[src/design/grr_pkg.sv]
`timescale 1ns / 1ps
// ----------------------------------------------------------------------------
// grr_pkg
// Shared types and constants of the group reversal reorder buffer.
// ----------------------------------------------------------------------------
package grr_pkg;

  localparam int MAX_GROUP = 16;
  localparam int ADDR_W    = $clog2(MAX_GROUP);
  localparam int CNT_W     = $clog2(MAX_GROUP + 1);
  localparam int VALUE_W   = 32;
  localparam int GSIZE_W   = 5;

  localparam logic [GSIZE_W-1:0] GSIZE_RESET = GSIZE_W'(2);

  typedef struct packed {
    logic signed [VALUE_W-1:0] value;
    logic                      list_end;
  } grr_in_beat_t;

  typedef struct packed {
    logic signed [VALUE_W-1:0] out_value;
    logic                      run_last;
    logic                      out_list_end;
  } grr_out_beat_t;

  typedef enum logic [1:0] {
    ST_IDLE = 2'b01,
    ST_EMIT = 2'b10
  } grr_state_t;

endpackage

[src/design/group_reversal_reorder_buffer.sv]
`timescale 1ns / 1ps
// ----------------------------------------------------------------------------
// group_reversal_reorder_buffer
// Buffers a stream of values and emits each complete group reversed.
// ----------------------------------------------------------------------------
// Values arrive one per beat and are written into a 16-entry group store at
// the current fill position. When the fill reaches the configured group size
// the whole group is read back newest first; when list_end arrives on an
// incomplete group the buffered values are read back oldest first. Readout
// runs through the single read port of the store, one entry per cycle while
// the output is not stalled, into the output register, and the input is
// stalled while the readout runs. The last beat of a group may sit in the
// output register while the next value is accepted. A group size of 0 behaves
// as 1, one above 16 as 16. Lowering the group size mid-group flushes
// everything buffered, reversed, on the next value that reaches the new size.
// Write group_size only while the block is idle; it resets to 2.
// ----------------------------------------------------------------------------
module group_reversal_reorder_buffer
  import grr_pkg::*;
(
  input  logic                clk,
  input  logic                rst_n,
  input  logic                cfg_wr_en,
  input  logic [GSIZE_W-1:0]  cfg_wr_data,
  input  logic                in_valid,
  output logic                in_stall,
  input  grr_in_beat_t        in_beat,
  output logic                out_valid,
  input  logic                out_stall,
  output grr_out_beat_t       out_beat
);

  // group store: written on input beats, read during readout
  logic [VALUE_W-1:0] mem [MAX_GROUP];

  logic [GSIZE_W-1:0] group_size_r;
  grr_state_t         state_r, state_nxt;
  logic [ADDR_W-1:0]  fill_r, fill_nxt;
  logic [CNT_W-1:0]   rem_r, rem_nxt;
  logic [ADDR_W-1:0]  addr_r, addr_nxt;
  logic               rev_r, rev_nxt;
  logic               end_r, end_nxt;
  logic               out_valid_r, out_valid_nxt;
  logic [VALUE_W-1:0] rd_data_r;
  logic               run_last_r;
  logic               list_end_r;

  logic [CNT_W-1:0]   k_eff;
  logic [CNT_W-1:0]   n_new;
  logic               in_acc;
  logic               issue;
  logic               full_group;

  // clamp the group size to 1..MAX_GROUP
  always_comb begin
    if (group_size_r == '0) begin
      k_eff = CNT_W'(1);
    end else if (int'(group_size_r) > MAX_GROUP) begin
      k_eff = CNT_W'(MAX_GROUP);
    end else begin
      k_eff = CNT_W'(group_size_r);
    end
  end

  assign in_stall   = (state_r != ST_IDLE);
  assign in_acc     = in_valid && !in_stall;
  assign n_new      = CNT_W'(fill_r) + CNT_W'(1);
  assign full_group = (n_new >= k_eff);
  // advance the readout only when the output register is free or draining
  assign issue      = (state_r == ST_EMIT) && (!out_valid_r || !out_stall);

  always_ff @(posedge clk) begin
    if (!rst_n) begin
      group_size_r <= GSIZE_RESET;
    end else if (cfg_wr_en) begin
      group_size_r <= cfg_wr_data;
    end
  end

  always_ff @(posedge clk) begin
    if (in_acc) begin
      mem[fill_r] <= in_beat.value;
    end
  end

  always_ff @(posedge clk) begin
    if (issue) begin
      rd_data_r <= mem[addr_r];
    end
  end

  always_comb begin
    state_nxt     = state_r;
    fill_nxt      = fill_r;
    rem_nxt       = rem_r;
    addr_nxt      = addr_r;
    rev_nxt       = rev_r;
    end_nxt       = end_r;
    out_valid_nxt = out_valid_r;
    if (!out_stall) begin
      out_valid_nxt = 1'b0;
    end
    case (state_r)
      ST_IDLE: begin
        if (in_acc) begin
          if (full_group || in_beat.list_end) begin
            state_nxt = ST_EMIT;
            fill_nxt  = '0;
            rem_nxt   = n_new;
            rev_nxt   = full_group;
            addr_nxt  = full_group ? fill_r : '0;
            end_nxt   = in_beat.list_end;
          end else begin
            fill_nxt = fill_r + ADDR_W'(1);
          end
        end
      end
      ST_EMIT: begin
        if (issue) begin
          out_valid_nxt = 1'b1;
          rem_nxt       = rem_r - CNT_W'(1);
          addr_nxt      = rev_r ? (addr_r - ADDR_W'(1)) : (addr_r + ADDR_W'(1));
          if (rem_r == CNT_W'(1)) begin
            state_nxt = ST_IDLE;
          end
        end
      end
      default: begin
        state_nxt = ST_IDLE;
      end
    endcase
  end

  always_ff @(posedge clk) begin
    if (!rst_n) begin
      state_r     <= ST_IDLE;
      fill_r      <= '0;
      rem_r       <= '0;
      out_valid_r <= 1'b0;
    end else begin
      state_r     <= state_nxt;
      fill_r      <= fill_nxt;
      rem_r       <= rem_nxt;
      out_valid_r <= out_valid_nxt;
    end
  end

  // payload registers: no reset
  always_ff @(posedge clk) begin
    addr_r <= addr_nxt;
    rev_r  <= rev_nxt;
    end_r  <= end_nxt;
    if (issue) begin
      run_last_r <= (rem_r == CNT_W'(1));
      list_end_r <= (rem_r == CNT_W'(1)) && end_r;
    end
  end

  assign out_valid              = out_valid_r;
  assign out_beat.out_value     = rd_data_r;
  assign out_beat.run_last      = run_last_r;
  assign out_beat.out_list_end  = list_end_r;

endmodule

[config.mk]
export PLATFORM = sky130hd
export DESIGN_NAME = group_reversal_reorder_buffer
export DESIGN_NICKNAME = d
export VERILOG_FILES = /design/src/design/grr_pkg.sv /design/src/design/group_reversal_reorder_buffer.sv
export SDC_FILE = /design/constraint.sdc
export NUM_CORES = 1
export LEC_CHECK = 0
export ABC_AREA = 1
export BUFFER_PORTS_ARGS = -buffer_cell sky130_fd_sc_hd__buf_2
export CAP_MARGIN = 0
export CORE_UTILIZATION = 61
export CTS_CLUSTER_DIAMETER = 120
export DETAILED_ROUTE_END_ITERATION = 16
export PLACE_DENSITY = 0.84
export SYNTH_ARGS = -nofsm -noshare
export SYNTH_HDL_FRONTEND = slang
export SYNTH_SLANG_ARGS = --single-unit
[constraint.sdc]
create_clock -name clk -period 3.9 [get_ports clk]
set_clock_uncertainty 0.1 [all_clocks]
set_input_delay 0.39 -clock clk [delete_from_list [all_inputs] [get_ports clk]]
set_output_delay 0.39 -clock clk [all_outputs]
set_load 0.005 [all_outputs]
# After elaboration in Yosys (flattened, before gate mapping)
# Memories as Yosys holds them, arrays and structs flattened. A register that Yosys moved wholly into a read port is not among the register bits.
# Cells that the tools add are included.
[classes]
n_addsub = 5
n_lt_le_gt_ge = 2
eq_ne = 8
n_mux = 23
reduce_logical = 14
[op_table]
columns = ["cell", "count"]
rows = [
  ["$mux 5", 5],
  ["$mux 4", 6],
  ["$pmux 5 s2", 1],
  ["$add 4x1->4 const B", 2],
  ["$mux 2", 4],
  ["$pmux 4 s2", 1],
  ["$reduce_and 4->1", 2],
  ["$ne 2x2->1 const B", 3],
  ["$add 4x1->5 const B", 1],
  ["$eq 5x1->1 const B", 1],
  ["$ge 5x5->1", 1],
  ["$gt 5x5->1 const B", 1],
  ["$logic_not 5->1", 1],
  ["$mux 1", 5],
  ["$sub 5x1->5 const B", 1],
  ["$ne 2x1->1 const B", 2],
  ["$pmux 2 s2", 1],
  ["$sub 4x1->4 const B", 1],
  ["$logic_and 1x1->1", 3],
  ["$logic_not 1->1", 3],
  ["$reduce_and 3->1", 1],
  ["$eq 2x1->1 const B", 1],
  ["$eq 2x2->1 const B", 1],
  ["$logic_or 1x1->1", 2],
  ["other kinds (2)", 2],
]
[word_totals]
reg_bits = 25
ram_bits = 512
elab_cells = 63
mem_count = 1
[mem_list]
columns = ["name", "words", "word_bits", "rd", "rd_clocked_by_memory_dff", "write_ports", "line", "source"]
rows = [
  ["mem", 16, 32, 1, 1, 1, "group_reversal_reorder_buffer.sv:34", "logic [VALUE_W-1:0] mem [MAX_GROUP];"],
]

# Logic depth before layout (Yosys ltp)
[logic_depth]
depth_word = 8
ltp_mapped = 14
ltp_nobuf = 13

# Worst setup path before layout
# Ideal clock, no wire load.
[synth_path]
path_type = "flip-flop to flip-flop"
from = "register fill_r[0]"
to = "memory mem[3][0] (enable)"
setup_time_ns = 0.461
arrival_ns = 2.908
slack_ns = 0.431
path_stages_with_launch = 4
n_path_buf = 0
path_cell_list = "dfxtp_1 ha_1 inv_1 nor3_1"
[synth_rtl]
columns = ["item", "line", "source"]
rows = [
  ["start: declaration", "group_reversal_reorder_buffer.sv:38", "logic [ADDR_W-1:0] fill_r, fill_nxt;"],
  ["start signal: assignment", "group_reversal_reorder_buffer.sv:142", "fill_r <= fill_nxt;"],
  ["end: declaration", "group_reversal_reorder_buffer.sv:34", ""],
]
# No word-level cell before the write port.

==> reports/metrics.cfg <==
[run_status]
outcome = complete, no violations

[critical_path]
path_common_cell = buf_4
crit_slowest_cell = buf_4
rrSetupSlack_ns = 1.10
critPathLaunchType = register
worst-endpoint-required_ns = 4.23
cp.arrival_ns = 3.13
slowest_delay_ns = 0.71
worstSetupEndpointType = register
r2r-end = rd_data_r[7]
r2r-start = addr_r[1]
path_class = register to register
crit_fanout = 84
path_buf_inv = 2
cp-startpoint = addr_r[1]
crit_cells = 6
r2r_cells = 6
endpoint = rd_data_r[7]
crit_family = buffers and inverters
worstPathCellList = buf_4 > buf_4 > o21ai_0 > o211ai_1 > o211ai_2 > nand2_1

[sta]
period_minus_slack_ns = 2.80
fmaxAchievable_mhz = 357
drv_slew = 0
grt_setup_unrepaired = false
tightest_slew_ns = 1.29
finalSetupViolCount = 0
relSlewSlack_pct = 13.8
hold_viol = 0
min_period_over_period_pct = 71.7
setup_tns_ns = 0

[finish]
syn2layout_area_growth_pct = 11.2
drive_above_1_share_pct = 13.1
finish.utilization_pct = 69.6
seq_area_um2 = 16900
multi_input_area_um2 = 4830
n_fill_cell = 2250
nets = 1737

[global_route]
grt_pass1_wl_um = 80300
grt_max_degree = 260
overflow = 0
grtUsageTotal_pct = 28.0
antenna_found_initial = 2
grt_pass1_vias = 14200

[placed_design]
io_buffers = 78
hpwlAfterDp_um = 27700
gp_congestion = 0.853

[power]
total_leakage_power_nw = 8.27
clkPwrFrac_pct = 40.1
power_frac_comb_pct = 7.7
intPower_mw = 10.1
p_total_mw = 13.1
seq_power_share_pct = 52.2
ir_drop_mv = 0.333
p_per_area_nw_per_um2 = 523
swShare_pct = 22.6
p_sw_mw = 2.96

[clock_tree]
cts.root.buffer_cell = clkbuf_16
cts_max_path_buffers = 3
tritoncts = yes
postCtsSetupBuffers = 0
clkSlewWorstSetupHoldPaths_ns = 0.06
htree_levels = 2
cts_sinks = 569
clk_latency_ns = 0.57
numCtsBuffers = 54

[hold_path]
hold_path.class = input port to register

[synth]
synth_fp_nets = 1675
synth_area_um2 = 22500
syn_avg_cell_area_um2 = 13.9
ys_warn_count = 0
syn_inst = 1618
ys_seq_area_share_pct = 75.2
synth_seq_cells = 569
synth_cell_types = 32

[route]
drc = 0
first_pass_iters = 5
drtIter0Drc = 1867
vias = 14100
via_per_inst = 6.44
drt_wl_total_um = 52200
ant_nets = 0
wl_per_cell_um = 23.9

[floorplanning]
ios = 79
start_util_pct = 62.6
die_w_um = 194
core_area_um2 = 35900
die_area_um2 = 37600
rows = 69
chipHeight_um = 194

[run]
maxCapViolCount = 0

[power by group through the flow]
stage | Combinational (mW) | Clock (mW) | Sequential (mW)
floorplan | 0.688 | 0 | 6.95
global placement | 0.935 | 0 | 6.95
detailed placement | 0.978 | 0 | 6.96
CTS | 0.996 | 5.26 | 6.83
global route | 1.10 | 5.53 | 6.83
finish | 1.01 | 5.25 | 6.83
[timing repair]
item                       4_1_cts  5_1_grt
setup endpoints to repair        0        0
resized for setup                0        0
hold buffers                     8        0
hold endpoints to repair         7        0
[placed cells by master, fill, tap and decap left out, types with 2 or more instances in the layout]
| cell type | synthesis | routed |
|---|---|---|
| inv_1 | 34 | 33 |
| ha_1 | 13 | 13 |
| buf_2 | 22 | 78 |
| diode_2 | 0 | 2 |
| bufinv_16 | 0 | 6 |
| clkbuf_16 | 0 | 57 |
| inv_2 | 1 | 2 |
| clkinv_2 | 0 | 11 |
| o22ai_1 | 15 | 15 |
| xor2_1 | 5 | 5 |
| clkbuf_1 | 44 | 7 |
| o211ai_1 | 18 | 18 |
| o21ai_1 | 71 | 71 |
| buf_12 | 3 | 4 |
| clkinv_1 | 0 | 14 |
| nand3_1 | 58 | 58 |
| a21oi_1 | 11 | 11 |
| buf_4 | 9 | 26 |
| dfxtp_1 | 17 | 17 |
| xnor2_1 | 2 | 2 |
| nand2_1 | 82 | 82 |
| nor3_2 | 0 | 3 |
| o221ai_1 | 96 | 96 |
| clkinv_4 | 0 | 2 |
| nor2_1 | 310 | 296 |
| clkinvlp_4 | 0 | 5 |
| o21ai_0 | 199 | 199 |
| nor2_4 | 0 | 14 |
| nand2_2 | 2 | 2 |
| edfxtp_1 | 552 | 552 |
| o211ai_2 | 14 | 14 |
| dlygate4sd3_1 | 0 | 8 |
[sequential cells by signal (all words and copies together) (netlist names)]
register,count
end_r,1
rev_r,1
mem,512
list_end_r,1
rd_data_r,32
state_r,2
run_last_r,1
rem_r,5
addr_r,4
fill_r,4
out_valid,1
group_size_r,5
[tightest hold or removal path, cell delays in order]
cell,delay [ns]
buf_2,0.12
o21ai_0,0.08
nor2_1,0.07
[cells in the mapped netlist, drive strengths merged]
master / count / area share (%)
clkbuf: 46 / 0.78
nand2: 84 / 1.4
xnor2: 2 / 0.078
fa: 1 / 0.089
edfxtp: 552 / 74
inv: 36 / 0.63
xor2: 5 / 0.19
nor3: 3 / 0.067
nand4: 1 / 0.028
nor2: 310 / 5.2
o22ai: 15 / 0.42
a21oi: 11 / 0.24
o221ai: 96 / 3.7
nand3: 58 / 1.3
ha: 13 / 0.72
or4: 1 / 0.033
o21ai: 271 / 6.0
o211ai: 32 / 1.4
buf: 64 / 2.4
dfxtp: 17 / 1.5
[metrics by stage]
stage / hold slack, ns / cells / setup slack [ns] / area [um2]
after global placement: 0.367 / 2077 / 1.30 / 23100
final: 0.0196 / 2189 / 1.10 / 25000
after floorplan: 0.346 / 1618 / 0.431 / 22500
after detailed placement: 0.375 / 2077 / 1.19 / 23100
after global routing: 0.0302 / 2188 / 0.944 / 25000
after CTS: 0.00615 / 2187 / 1.15 / 25000
[layer usage]
metal / vias up / wire length [um] / track usage, %
met5: - / 1 / 0
met4: 2 / 1720 / 11.5
met3: 141 / 5270 / 5.39
met2: 856 / 25500 / 45.5
met1: 6887 / 19800 / 37.6
li1: 6204 / - / -
[cells by family after synthesis]
family                   Yosys count  share of synthesized area (%)
flip-flops                       569                           75.2
buffers and inverters            146                           3.86
AO/OA/AOI/OAI                    425                           11.8
XOR/XNOR                           7                          0.273
AND/OR/NAND/NOR                  457                           8.02
adder cells (fa/ha/maj)           14                          0.812
[how the worst min path moves through the flow]
| stage | from | end | slack (ns) | cells after the start |
|---|---|---|---|---|
| 2_1_floorplan | group_size_r[1] | group_size_r[1] | 0.35 | 2 |
| 3_3_place_gp | group_size_r[1] | group_size_r[1] | 0.37 | 2 |
| 3_5_place_dp | rem_r[4] | rem_r[4] | 0.37 | 2 |
| 4_1_cts | cfg_wr_en | group_size_r[3] | 0.006 | 3 |
| 5_1_grt | rst_n | group_size_r[1] | 0.03 | 2 |
| 6_report | cfg_wr_en | group_size_r[3] | 0.02 | 3 |
[area by class of cell]
cell class | count | share of cell area (%)
clock buffer | 64 | 5.81
multi-input combinational | 903 | 19.3
timing repair buffer | 116 | 2.98
sequential | 569 | 67.6
antenna | 2 | 0.0200
clock inverter | 38 | 1.37
tap | 461 | 2.31
inverter | 36 | 0.570
(Power assumes the default switching activity.)
